===== config.mk =====
export PLATFORM = sky130hd
export DESIGN_NAME = mqbm_ram
export DESIGN_NICKNAME = d
export VERILOG_FILES = /design/src/design/mqbm_ram.sv
export SDC_FILE = /design/constraint.sdc
export NUM_CORES = 1
export LEC_CHECK = 0
export ABC_AREA = 0
export BUFFER_PORTS_ARGS = -buffer_cell sky130_fd_sc_hd__buf_4
export CAP_MARGIN = 40
export CORE_MARGIN = 5
export CORE_UTILIZATION = 50
export DETAILED_ROUTE_END_ITERATION = 10
export PLACE_DENSITY_LB_ADDON = 0.25
export SLEW_MARGIN = 20
export SYNTH_ARGS = -nofsm -noshare
export SYNTH_HDL_FRONTEND = slang
export SYNTH_SLANG_ARGS = --single-unit

===== constraint.sdc =====
create_clock -name clock -period 5.15 [get_ports clock]
set_clock_uncertainty 0.2 [all_clocks]
set_input_delay 1.03 -clock clock [delete_from_list [all_inputs] [get_ports clock]]
set_output_delay 1.03 -clock clock [all_outputs]
set_load 0.02 [all_outputs]

===== src/design/mqbm_ram.sv =====
// ----------------------------------------------------------------------------
// mqbm_ram
// Simple dual-port RAM with bit write mask and registered read.
// ----------------------------------------------------------------------------
module mqbm_ram #(
   parameter int WIDTH = 32,
   parameter int DEPTH = 16
) (
   input  logic                     clock,
   input  logic                     wr_en,
   input  logic [$clog2(DEPTH)-1:0] wr_addr,
   input  logic [WIDTH-1:0]         wr_data,
   input  logic [WIDTH-1:0]         wr_mask,
   input  logic [$clog2(DEPTH)-1:0] rd_addr,
   output logic [WIDTH-1:0]         rd_data
);

   logic [WIDTH-1:0] mem [DEPTH];

   always_ff @(posedge clock) begin
      if (wr_en) begin
         mem[wr_addr] <= (mem[wr_addr] & ~wr_mask) | (wr_data & wr_mask);
      end
      rd_data <= mem[rd_addr];
   end

endmodule


==> out/results.tsv, run 1 <==
stage	metric	value	unit
route	drc_errors	0	
power	vdd_ir_drop_max	0.241	mV
cts	cts_setup_buffers	0	
grt	overflow	0	
yosys	ys_top_cells_by_count	edfxtp_1 (512), mux4_2 (192), mux2i_1 (174), o22ai_1 (73), clkbuf_1 (36)	
route	drt_iter0_markers	1535	
power	p_leak	9.44	nW
timing	setup_slack	1.87	ns
timing	max_freq	305	MHz
timing	worstMarginPinSlew	0.885	ns
cts	clk_latency	0.61	ns
yosys	synth_ff_type	edfxtp_1	
placement	post-place-ws	1.05	ns
final_layout	area_growth	15.3	%
final_layout	fin_cells	2092	
setup_path	cp_max_fo	39	
power	pwr-share-seq	50.5	%
route	vias	13885	
timing	rsz0062_at_grt	false	
die	io_pins	106	
setup_path	required	5.29	ns
yosys	synth.distinct_cells	25	
grt	grt_max_degree	65	
final_layout	drive_gt1_share	33.6	%
yosys	yosysWarnings	0	
timing	maxSlewViolCount	0	
final_layout	fin_nets	1503	
cts	ctsHoldBuffers	0	
die	fp.dieH	231	um
run	drv_cap	0	
power	switchingPower	2.19	mW
cts	root_buffer	clkbuf_16	
yosys	synth_edf_count	512	
power	swShare	22.0	%
die	coreArea	47900	um^2
cts	cts_buffer_depth	3	
hold_path	hp-class	reg2reg	
route	drtAntennaViolNets	0	
route	wl	63500	um
setup_path	critical_path_class	in2reg	
yosys	synth_area_leader_cell	edfxtp_1	
placement	dp_cells	1978	
yosys	synth-seq-cells	544	
route	first_pass_iters	5	
timing	hold_viol_final	0	
cts	cts_sinks	544	
route	wire_per_inst	30.3	um
timing	min_period	3.28	ns
grt	grt_pass1_wl	93800	um
timing	tns	0	ns
cts	cts_resized	0	
die	die-width	231	um
placement	place_congestion	0.795	
yosys	synth_top_area_share	63.2	%
cts	path_clk_slew	0.06	ns
final_layout	fill_cells	3451	
timing	fin_crit_sh	63.6	%
yosys	synth_nets	1353	
placement	port_buffers	105	
cts	cts_tree	built	
final_layout	final_util	58.5	%
power	p_per_area	354	nW/um^2
die	rows	80	
timing	slew-limit-headroom	41.0	%
cts	h-tree-depth	2	
setup_path	cp-start-kind	input pin	
power	clock_power_share	40.5	%
setup_path	cp.arrival	3.42	ns
die	start_util	50.8	%
final_layout	antenna_cells	0	
yosys	synth_area	24300	um^2
power	p_int	7.75	mW
yosys	ys_seq_area_share	65.8	%
grt	grt_pass1_vias	14462	
die	fp.dieArea	53200	um^2
setup_path	cp-end-kind	flip-flop	
yosys	yosysMostFrequentCell	edfxtp_1	
power	finalPower	9.94	mW
yosys	synth-async-reset-ratio	0	%
yosys	syn_avg_cell_area	19.0	um^2
cts	cts_buffers	56	
timing	setup_viol	0	
yosys	synthCells	1279	
route	viasPerCell	6.64	
power	pwr-share-comb	8.9	%
outcome	outcome	finished clean	
grt	antenna_found_initial	0	
yosys	synth_area_leaders	edfxtp_1 (63%), mux4_2 (18%), mux2i_1 (7.2%)	
placement	hpwl	38200	um
grt	track_usage	23.6	%
## layout make-up
class	count	area, um^2	area share (%)
timing repair buffer	185	1500	5.33
tap	615	769	2.74
multi-input combinational	642	7940	28.3
clock buffer	90	1680	5.99
clock inverter	16	165	0.588
sequential	544	16000	57.1
## registers in the layout, summed over array words and instances (netlist names)
| signal | cells |
|---|---|
| mem | 512 |
| rd_data | 32 |
## power groups by stage
stage	logic (mW)	clock network, mW	registers (mW)
global route	0.942	4.28	5.03
CTS	0.883	4.10	5.02
floorplan	0.519	0	5.15
global placement	0.846	0	5.11
detailed placement	0.881	0	5.12
finish	0.887	4.03	5.02
## worst max-delay path, cell delays in order
cell      delay, ns
buf_4          0.48
and2_1         0.76
buf_4          0.39
a221oi_1       0.12
o21ai_0        0.11
a21oi_1        0.22
buf_4          0.23
## placed cells by master, fill, tap and decap left out, types with 32 or more instances in the layout
cell type,count
buf_4,170
clkbuf_16,58
dfxtp_1,32
edfxtp_1,512
mux2i_1,174
mux4_2,192
o21ai_0,32
o22ai_1,73
## metal layers
| metal | up-vias | wire length, um | global-route usage [%] |
|---|---|---|---|
| met3 | 111 | 5260 | 3.82 |
| met5 | - | 0 | 0 |
| met1 | 7290 | 25400 | 33.3 |
| met2 | 733 | 31000 | 38.6 |
| li1 | 5751 | - | - |
| met4 | 0 | 1800 | 7.28 |
## kinds of logic after synthesis
group | after synthesis | synth area share [%]
AOI/OAI and AO/OA | 160 | 4.25
muxes | 384 | 25.8
and+or+nand+nor | 98 | 2.16
buffers and inverters | 93 | 2.02
DFF | 544 | 65.8
## path summary, 6_finish.rpt
path	cells after the start	from	slack (ns)	to
worst min register to register	2	mem[10][3]$_DFFE_PP_	0.59	rd_data[3]$_DFF_P_
worst max-delay path	7	wr_addr[0]	1.87	mem[0][18]$_DFFE_PP_
worst max register to register	4	mem[12][1]$_DFFE_PP_	2.85	mem[14][1]$_DFFE_PP_
worst min-delay path	2	mem[10][3]$_DFFE_PP_	0.59	rd_data[3]$_DFF_P_
## metrics by stage
stage / hold slack (ns) / cell area [um^2]
after floorplan: 0.561 / 24300
after global placement: 0.581 / 26000
after detailed placement: 0.582 / 26200
after CTS: 0.595 / 28000
after global routing: 0.626 / 28100
final: 0.593 / 28100
(Power assumes the default switching activity.)
==> run 2: changes to the inputs <==
clock period = 2.75 ns   (was 5.15 ns; I/O delays follow)
==> run 2 against run 1 <==
Clock-buffer cell count fell by 27. Sequential share of layout area down 2.4 points. Non-clock buffer count rose by 70. First-iteration DRC count shrank 9.8%. Critical path depth is 3 lower. Clock power grew 92%. Final cell count increased by 3.3%. Critical endpoint is now mem[0][29]$_DFFE_PP_. Largest cell class unchanged. Largest power group unchanged.
==> out/results.tsv, run 2 (synthesis gave the netlist of run 1 again) <==
stage	metric	value	unit	change
outcome	outcome	finished clean		unchanged
route	viasPerCell	6.54		was 6.64
die	start_util	50.8	%	unchanged
timing	hold_viol_final	0		unchanged
timing	maxSlewViolCount	0		unchanged
final_layout	top_register	mem		unchanged
timing	slew-limit-headroom	55.5	%	was 41.0%
route	wire_per_inst	30.2	um	was 30.3 um
power	pwr-share-comb	9.7	%	was 8.9%
die	coreArea	47900	um^2	unchanged
power	p_per_area	648	nW/um^2	was 354 nW/um^2
placement	place_congestion	0.837		was 0.795
cts	cts_buffers	56		unchanged
setup_path	required	2.82	ns	was 5.29 ns
timing	fin_crit_sh	84.5	%	
power	clock_power_share	40.7	%	was 40.5%
setup_path	cp_max_fo	16		was 39
run	drv_cap	0		unchanged
final_layout	fin_cells	2162		was 2092
final_layout	drive_gt1_share	37.3	%	was 33.6%
final_layout	final_cell_mix	edfxtp_1 (512), mux4_2 (192), buf_4 (187), mux2i_1 (174), o22ai_1 (73)		was edfxtp_1 (512), mux4_2 (192), mux2i_1 (174), buf_4 (170), o22ai_1 (73)
setup_path	crit_start	mem[14][29]$_DFFE_PP_		was wr_addr[0]
setup_path	crit_chain	mux4_2, o22ai_1, nor2_1, o41a_1		was buf_4, and2_1, buf_4, a221oi_1, o21ai_0, a21oi_1, buf_4
timing	min_period	2.32	ns	
setup_path	critical_path_class	reg2reg		was in2reg
route	drtAntennaViolNets	0		unchanged
route	vias	14147		was 13885
final_layout	final_common_cell	edfxtp_1		unchanged
cts	cts_tree	built		unchanged
route	drc_errors	0		unchanged
hold_path	hold_start	wr_data[19]		was mem[10][3]$_DFFE_PP_
cts	cts_setup_buffers	0		unchanged
cts	cts_sinks	544		unchanged
route	wl	65300	um	was 63500 um
setup_path	cp-end-kind	flip-flop		unchanged
placement	post-place-ws	-0.356	ns	was 1.05 ns
power	vdd_ir_drop_max	0.504	mV	was 0.241 mV
grt	grt_pass1_wl	96700	um	was 93800 um
route	first_pass_iters	5		unchanged
power	swShare	22.1	%	was 22.0%
grt	use_met2	41.6	%	was 38.6%
final_layout	largest_reg_flops	512		unchanged
grt	overflow	0		unchanged
grt	grt_pass1_vias	14717		was 14462
power	switchingPower	4.19	mW	was 2.19 mW
setup_path	reg2reg_depth	4		unchanged
setup_path	cp.arrival	2.39	ns	was 3.42 ns
cts	path_clk_slew	0.06	ns	about the same
final_layout	fin_nets	1573		was 1503
power	pwr-share-seq	49.6	%	was 50.5%
final_layout	fill_cells	3362		was 3451
cts	ctsHoldBuffers	0		unchanged
hold_path	whs_path_depth	3		was 2
cts	cts_buffer_depth	3		unchanged
die	rows	80		unchanged
route	drt_iter0_markers	1384		was 1535
power	p_leak	10.0	nW	was 9.44 nW
setup_path	critPathMaxStageDelay	0.62	ns	was 0.76 ns
setup_path	cp-start-kind	flip-flop		was input pin
die	fp.dieH	231	um	unchanged
timing	worstMarginPinSlew	0.668	ns	was 0.885 ns
final_layout	top_regs	mem x512, rd_data x32		unchanged
timing	tns	0	ns	unchanged
power	finalPower	19.0	mW	was 9.94 mW
grt	met1_usage	32.9	%	was 33.3%
placement	port_buffers	105		unchanged
cts	root_buffer	clkbuf_16		unchanged
timing	max_freq	430	MHz	
die	io_pins	106		unchanged
cts	h-tree-depth	2		unchanged
setup_path	crit_slowest_cell	o41a_1		was and2_1
cts	cts_resized	0		unchanged
placement	hpwl	40500	um	was 38200 um
grt	grt_use_met3	4.35	%	was 3.82%
grt	track_usage	24.6	%	was 23.6%
timing	rsz0062_at_grt	false		unchanged
hold_path	hp-class	in2reg		was reg2reg
placement	dp_cells	2043		was 1978
final_layout	area_growth	20.3	%	was 15.3%
hold_path	holdPathEnd	mem[5][19]$_DFFE_PP_		was rd_data[3]$_DFF_P_
grt	antenna_found_initial	1		was 0
cts	clk_latency	0.61	ns	about the same
die	fp.dieArea	53200	um^2	unchanged
power	p_int	14.8	mW	was 7.75 mW
grt	grt_max_degree	50		was 65
setup_path	r2r_slack	0.43	ns	was 2.85 ns
die	die-width	231	um	unchanged
grt	grt-busiest-layer	met2		unchanged
timing	setup_slack	0.425	ns	was 1.87 ns
timing	setup_viol	0		unchanged
setup_path	crit-reg2reg-launch	mem[14][29]$_DFFE_PP_		was mem[12][1]$_DFFE_PP_
setup_path	reg2reg_to	mem[0][29]$_DFFE_PP_		was mem[14][1]$_DFFE_PP_
==> run 2: power by group through the flow <==
stage | clock network, mW | logic, mW | registers [mW]
global route | 8.25 | 1.94 | 9.42
floorplan | 0 | 0.990 | 9.63
finish | 7.73 | 1.83 | 9.41
detailed placement | 0 | 1.81 | 9.59
global placement | 0 | 1.77 | 9.58
CTS | 7.85 | 1.81 | 9.41
==> run 2: worst max-delay path by stage <==
stage | end | slack, ns | cells past startpoint
3_3_place_gp | mem[10][26]$_DFFE_PP_ | -0.18 | 6
2_1_floorplan | mem[2][0]$_DFFE_PP_ | -0.27 | 6
3_5_place_dp | mem[10][13]$_DFFE_PP_ | -0.36 | 6
4_1_cts | mem[9][13]$_DFFE_PP_ | 0.34 | 6
5_1_grt | mem[7][12]$_DFFE_PP_ | 0.30 | 7
6_report | mem[0][29]$_DFFE_PP_ | 0.43 | 4
==> run 2: per-layer routing <==
| metal | wire, um | up-vias |
|---|---|---|
| met4 | 2140 | 0 |
| li1 | - | 5908 |
| met3 | 5170 | 139 |
| met2 | 32800 | 715 |
| met5 | 0 | - |
| met1 | 25200 | 7385 |
==> run 2: worst max-delay path, delay by kind of cell (launching register included) <==
family | cells | cell delay, ns
multiplexers | 1 | 0.49
AND/OR/NAND/NOR | 1 | 0.09
AO/OA/AOI/OAI | 2 | 0.78
flip-flops | 1 | 0.42
==> run 2: final cells by class <==
type / instances / area [um^2] / area share [%]
Antenna cell: 1 / 2.50 / 0.00854
Clock buffer: 63 / 1470 / 5.02
Clock inverter: 42 / 424 / 1.45
Multi-Input combinational cell: 642 / 7980 / 27.2
Sequential cell: 544 / 16000 / 54.7
Tap cell: 615 / 769 / 2.63
Timing Repair Buffer: 255 / 2630 / 8.97
==> run 2: stage by stage <==
step | hold slack (ns) | utilization, % | cell area (um^2)
after floorplan | 0.526 | - | 24500
after global placement | 0.579 | 56.8 | 27200
after detailed placement | 0.594 | 56.9 | 27300
after CTS | 0.218 | 60.9 | 29200
after global routing | 0.151 | 61.1 | 29300
final | 0.161 | 61.1 | 29300
==> run 3: changes to the inputs <==
clock period = 1.9 ns   (was 2.75 ns; I/O delays follow)
==> run 3 against run 2 <==
Sequential power rose by 45%. Sequential share of layout area down 1.8 points. Highest routed layer is now met5. Critical endpoint is now mem[5][4]$_DFFE_PP_. First-iteration DRC count is 6.3% higher. Worst setup slack got worse by 0.68 ns. Non-clock buffer count increased by 24. Fmax is 8.0% higher. Die area unchanged. Clock power up 41%. Wire length grew 4.0%. Hold slack worse by 0.16 ns. The flow now finishes with violations (setup timing).
==> out/results.tsv, run 3 (synthesis gave the netlist of run 1 again) <==
stage	metric	value	unit	change
power	p_per_area	904	nW/um^2	was 648 nW/um^2
route	wl_met2	34300	um	was 32800 um
cts	path_clk_slew	0.06	ns	about the same
die	coreArea	47900	um^2	unchanged
timing	min_period	2.15	ns	was 2.32 ns
power	pwr-share-comb	10.5	%	was 9.7%
route	viasPerCell	6.61		was 6.54
outcome	violations	setup timing		
final_layout	fin_cells	2191		was 2162
setup_path	cp_max_fo	8		was 16
cts	cts_tree	built		unchanged
cts	h-tree-depth	2		unchanged
setup_path	required	2.03	ns	was 2.82 ns
grt	track_usage	25.1	%	was 24.6%
run	drv_cap	0		unchanged
timing	max_freq	465	MHz	was 430 MHz
die	fp.dieH	231	um	unchanged
final_layout	final_cell_mix	edfxtp_1 (512), buf_4 (194), mux4_2 (192), mux2i_1 (174), buf_12 (67)		was edfxtp_1 (512), mux4_2 (192), buf_4 (187), mux2i_1 (174), o22ai_1 (73)
setup_path	crit-reg2reg-launch	mem[14][4]$_DFFE_PP_		was mem[14][29]$_DFFE_PP_
timing	slew-limit-headroom	60.9	%	was 55.5%
timing	maxSlewViolCount	0		unchanged
grt	overflow	0		unchanged
route	first_pass_iters	5		unchanged
route	wire_per_inst	31.0	um	was 30.2 um
power	vdd_ir_drop_max	0.583	mV	was 0.504 mV
route	vias	14472		was 14147
setup_path	critical_path_class	reg2reg		unchanged
grt	grt_max_degree	27		was 50
setup_path	crit_slowest_cell	o41a_4		was o41a_1
setup_path	cp_top_family	compound AO/OA/AOI/OAI gates		unchanged
placement	dp_cells	2060		was 2043
final_layout	top_register	mem		unchanged
grt	grt_pass1_wl	98900	um	was 96700 um
power	p_leak	10.4	nW	was 10.0 nW
cts	cts_sinks	544		unchanged
power	swShare	22.3	%	was 22.1%
route	drtAntennaViolNets	0		unchanged
route	m1WireLength	25600	um	was 25200 um
die	io_pins	106		unchanged
setup_path	crit_buf_inv	0		unchanged
final_layout	top_regs	mem x512, rd_data x32		unchanged
timing	hold_viol_final	0		unchanged
hold_path	whs_path_depth	2		was 3
final_layout	multi_input_area	8670	um^2	was 7980 um^2
timing	timing.hold.ws	0.00457	ns	was 0.161 ns
placement	post-place-ws	-0.708	ns	was -0.356 ns
setup_path	cp-end-kind	flip-flop		unchanged
setup_path	r2r_slack	-0.25	ns	was 0.43 ns
placement	place_congestion	0.841		was 0.837
power	clock_power_share	39.7	%	was 40.7%
route	drt_iter0_markers	1471		was 1384
timing	setup_slack	-0.252	ns	was 0.425 ns
final_layout	seqCellArea	16000	um^2	unchanged
timing	setup_viol	155		was 0
route	wl	67900	um	was 65300 um
setup_path	reg2reg_to	mem[5][4]$_DFFE_PP_		was mem[0][29]$_DFFE_PP_
power	p_int	21.3	mW	was 14.8 mW
grt	antenna_found_initial	1		unchanged
grt	grt_pass1_vias	15037		was 14717
cts	cts_buffer_depth	3		unchanged
power	switchingPower	6.10	mW	was 4.19 mW
timing	rsz0062_at_grt	true		was false
setup_path	crit_chain	mux4_2, o22ai_2, nor2_2, o41a_4		was mux4_2, o22ai_1, nor2_1, o41a_1
die	rows	80		unchanged
timing	worstMarginPinSlew	0.587	ns	was 0.668 ns
die	fp.dieArea	53200	um^2	unchanged
final_layout	drive_gt1_share	42.5	%	was 37.3%
cts	root_buffer	clkbuf_16		unchanged
cts	clk_latency	0.60	ns	was 0.61 ns
hold_path	holdPathEnd	mem[13][8]$_DFFE_PP_		was mem[5][19]$_DFFE_PP_
outcome	outcome	finished with violations		was finished clean
placement	port_buffers	105		unchanged
route	top_layer	met5		was met4
setup_path	reg2reg_depth	4		unchanged
setup_path	critPathMaxStageDelay	0.53	ns	was 0.62 ns
final_layout	antenna_cells	0		was 1
route	routed-wl-met3	5860	um	was 5170 um
final_layout	largest_reg_flops	512		unchanged
final_layout	fin_nets	1604		was 1573
placement	hpwl	42200	um	was 40500 um
setup_path	cp-start-kind	flip-flop		unchanged
hold_path	hold_start	wr_mask[8]		was wr_data[19]
timing	fin_crit_sh	113	%	was 84.5%
final_layout	final_common_cell	edfxtp_1		unchanged
power	pwr-share-seq	49.7	%	was 49.6%
cts	cts_buffers	55		was 56
setup_path	cp.arrival	2.28	ns	was 2.39 ns
final_layout	fill_cells	3259		was 3362
route	drc_errors	0		unchanged
final_layout	area_growth	24.6	%	was 20.3%
die	start_util	50.8	%	unchanged
hold_path	hp-class	in2reg		unchanged
die	die-width	231	um	unchanged
final_layout	final_util	63.2	%	was 61.1%
run 3: cell types whose count changed in the layout (fill, tap and decap cells not counted), sizes merged:
cell / change
buf: +26
bufinv: -3
clkbuf: +6
clkinv: -7
diode: -1
dlygate4sd3: +5
inv: -5
o41a: +8
run 3: layer usage:
layer	global-route usage, %	vias to the layer above
met5	0	-
met4	8.25	2
met3	4.42	143
met2	43.0	795
met1	33.1	7541
li1	-	5991
run 3: worst max-delay path by stage:
stage	from	end	slack (ns)	cells past startpoint
after floorplan	wr_addr[2]	mem[8][0]$_DFFE_PP_	-0.78	5
after global placement	wr_addr[1]	mem[0][14]$_DFFE_PP_	-0.66	5
after detailed placement	wr_addr[1]	mem[14][8]$_DFFE_PP_	-0.71	5
after CTS	mem[14][4]$_DFFE_PP_	mem[7][4]$_DFFE_PP_	-0.26	4
after global routing	mem[14][4]$_DFFE_PP_	mem[7][4]$_DFFE_PP_	-0.29	4
final	mem[14][4]$_DFFE_PP_	mem[5][4]$_DFFE_PP_	-0.25	4
run 3: final cells by class:
cell class	count	share of cell area, %
well taps	615	2.54
multi-input cells	650	28.6
clock buffers	76	5.17
clock inverters	27	0.859
repair buffers	279	9.98
flip-flops and latches	544	52.8
run 3: what timing repair did:
action	CTS	global route
pin swaps	8	6
endpoints found under the setup margin	197	449
hold buffers	3	2
hold endpoints to repair	32	8
setup buffers	9	5
cloned	6	4
gates resized for setup	21	36
run 3: power groups by stage:
stage / sequential, mW / clock (mW) / combinational (mW)
floorplan: 13.9 / 0 / 1.58
global placement: 13.9 / 0 / 2.68
detailed placement: 13.9 / 0 / 2.71
CTS: 13.6 / 11.0 / 2.79
global route: 13.6 / 11.6 / 3.04
finish: 13.6 / 10.9 / 2.89
run 3: worst register-to-register path: cells and delay by family (launching register included):
kind / cells / cell delay (ns)
compound gates: 2 / 0.70
mux: 1 / 0.50
flops: 1 / 0.41
simple gates: 1 / 0.08
run 3: per-stage QoR:
step / setup TNS [ns] / total power, mW / area [um^2]
2_1_floorplan: -375.91 / 15.5 / 25100
3_3_place_gp: -408.97 / 16.5 / 27900
3_5_place_dp: -429.49 / 16.6 / 27900
4_1_cts: -20.03 / 27.4 / 30000
5_1_grt: -33.48 / 28.2 / 30300
6_report: -20.73 / 27.4 / 30300
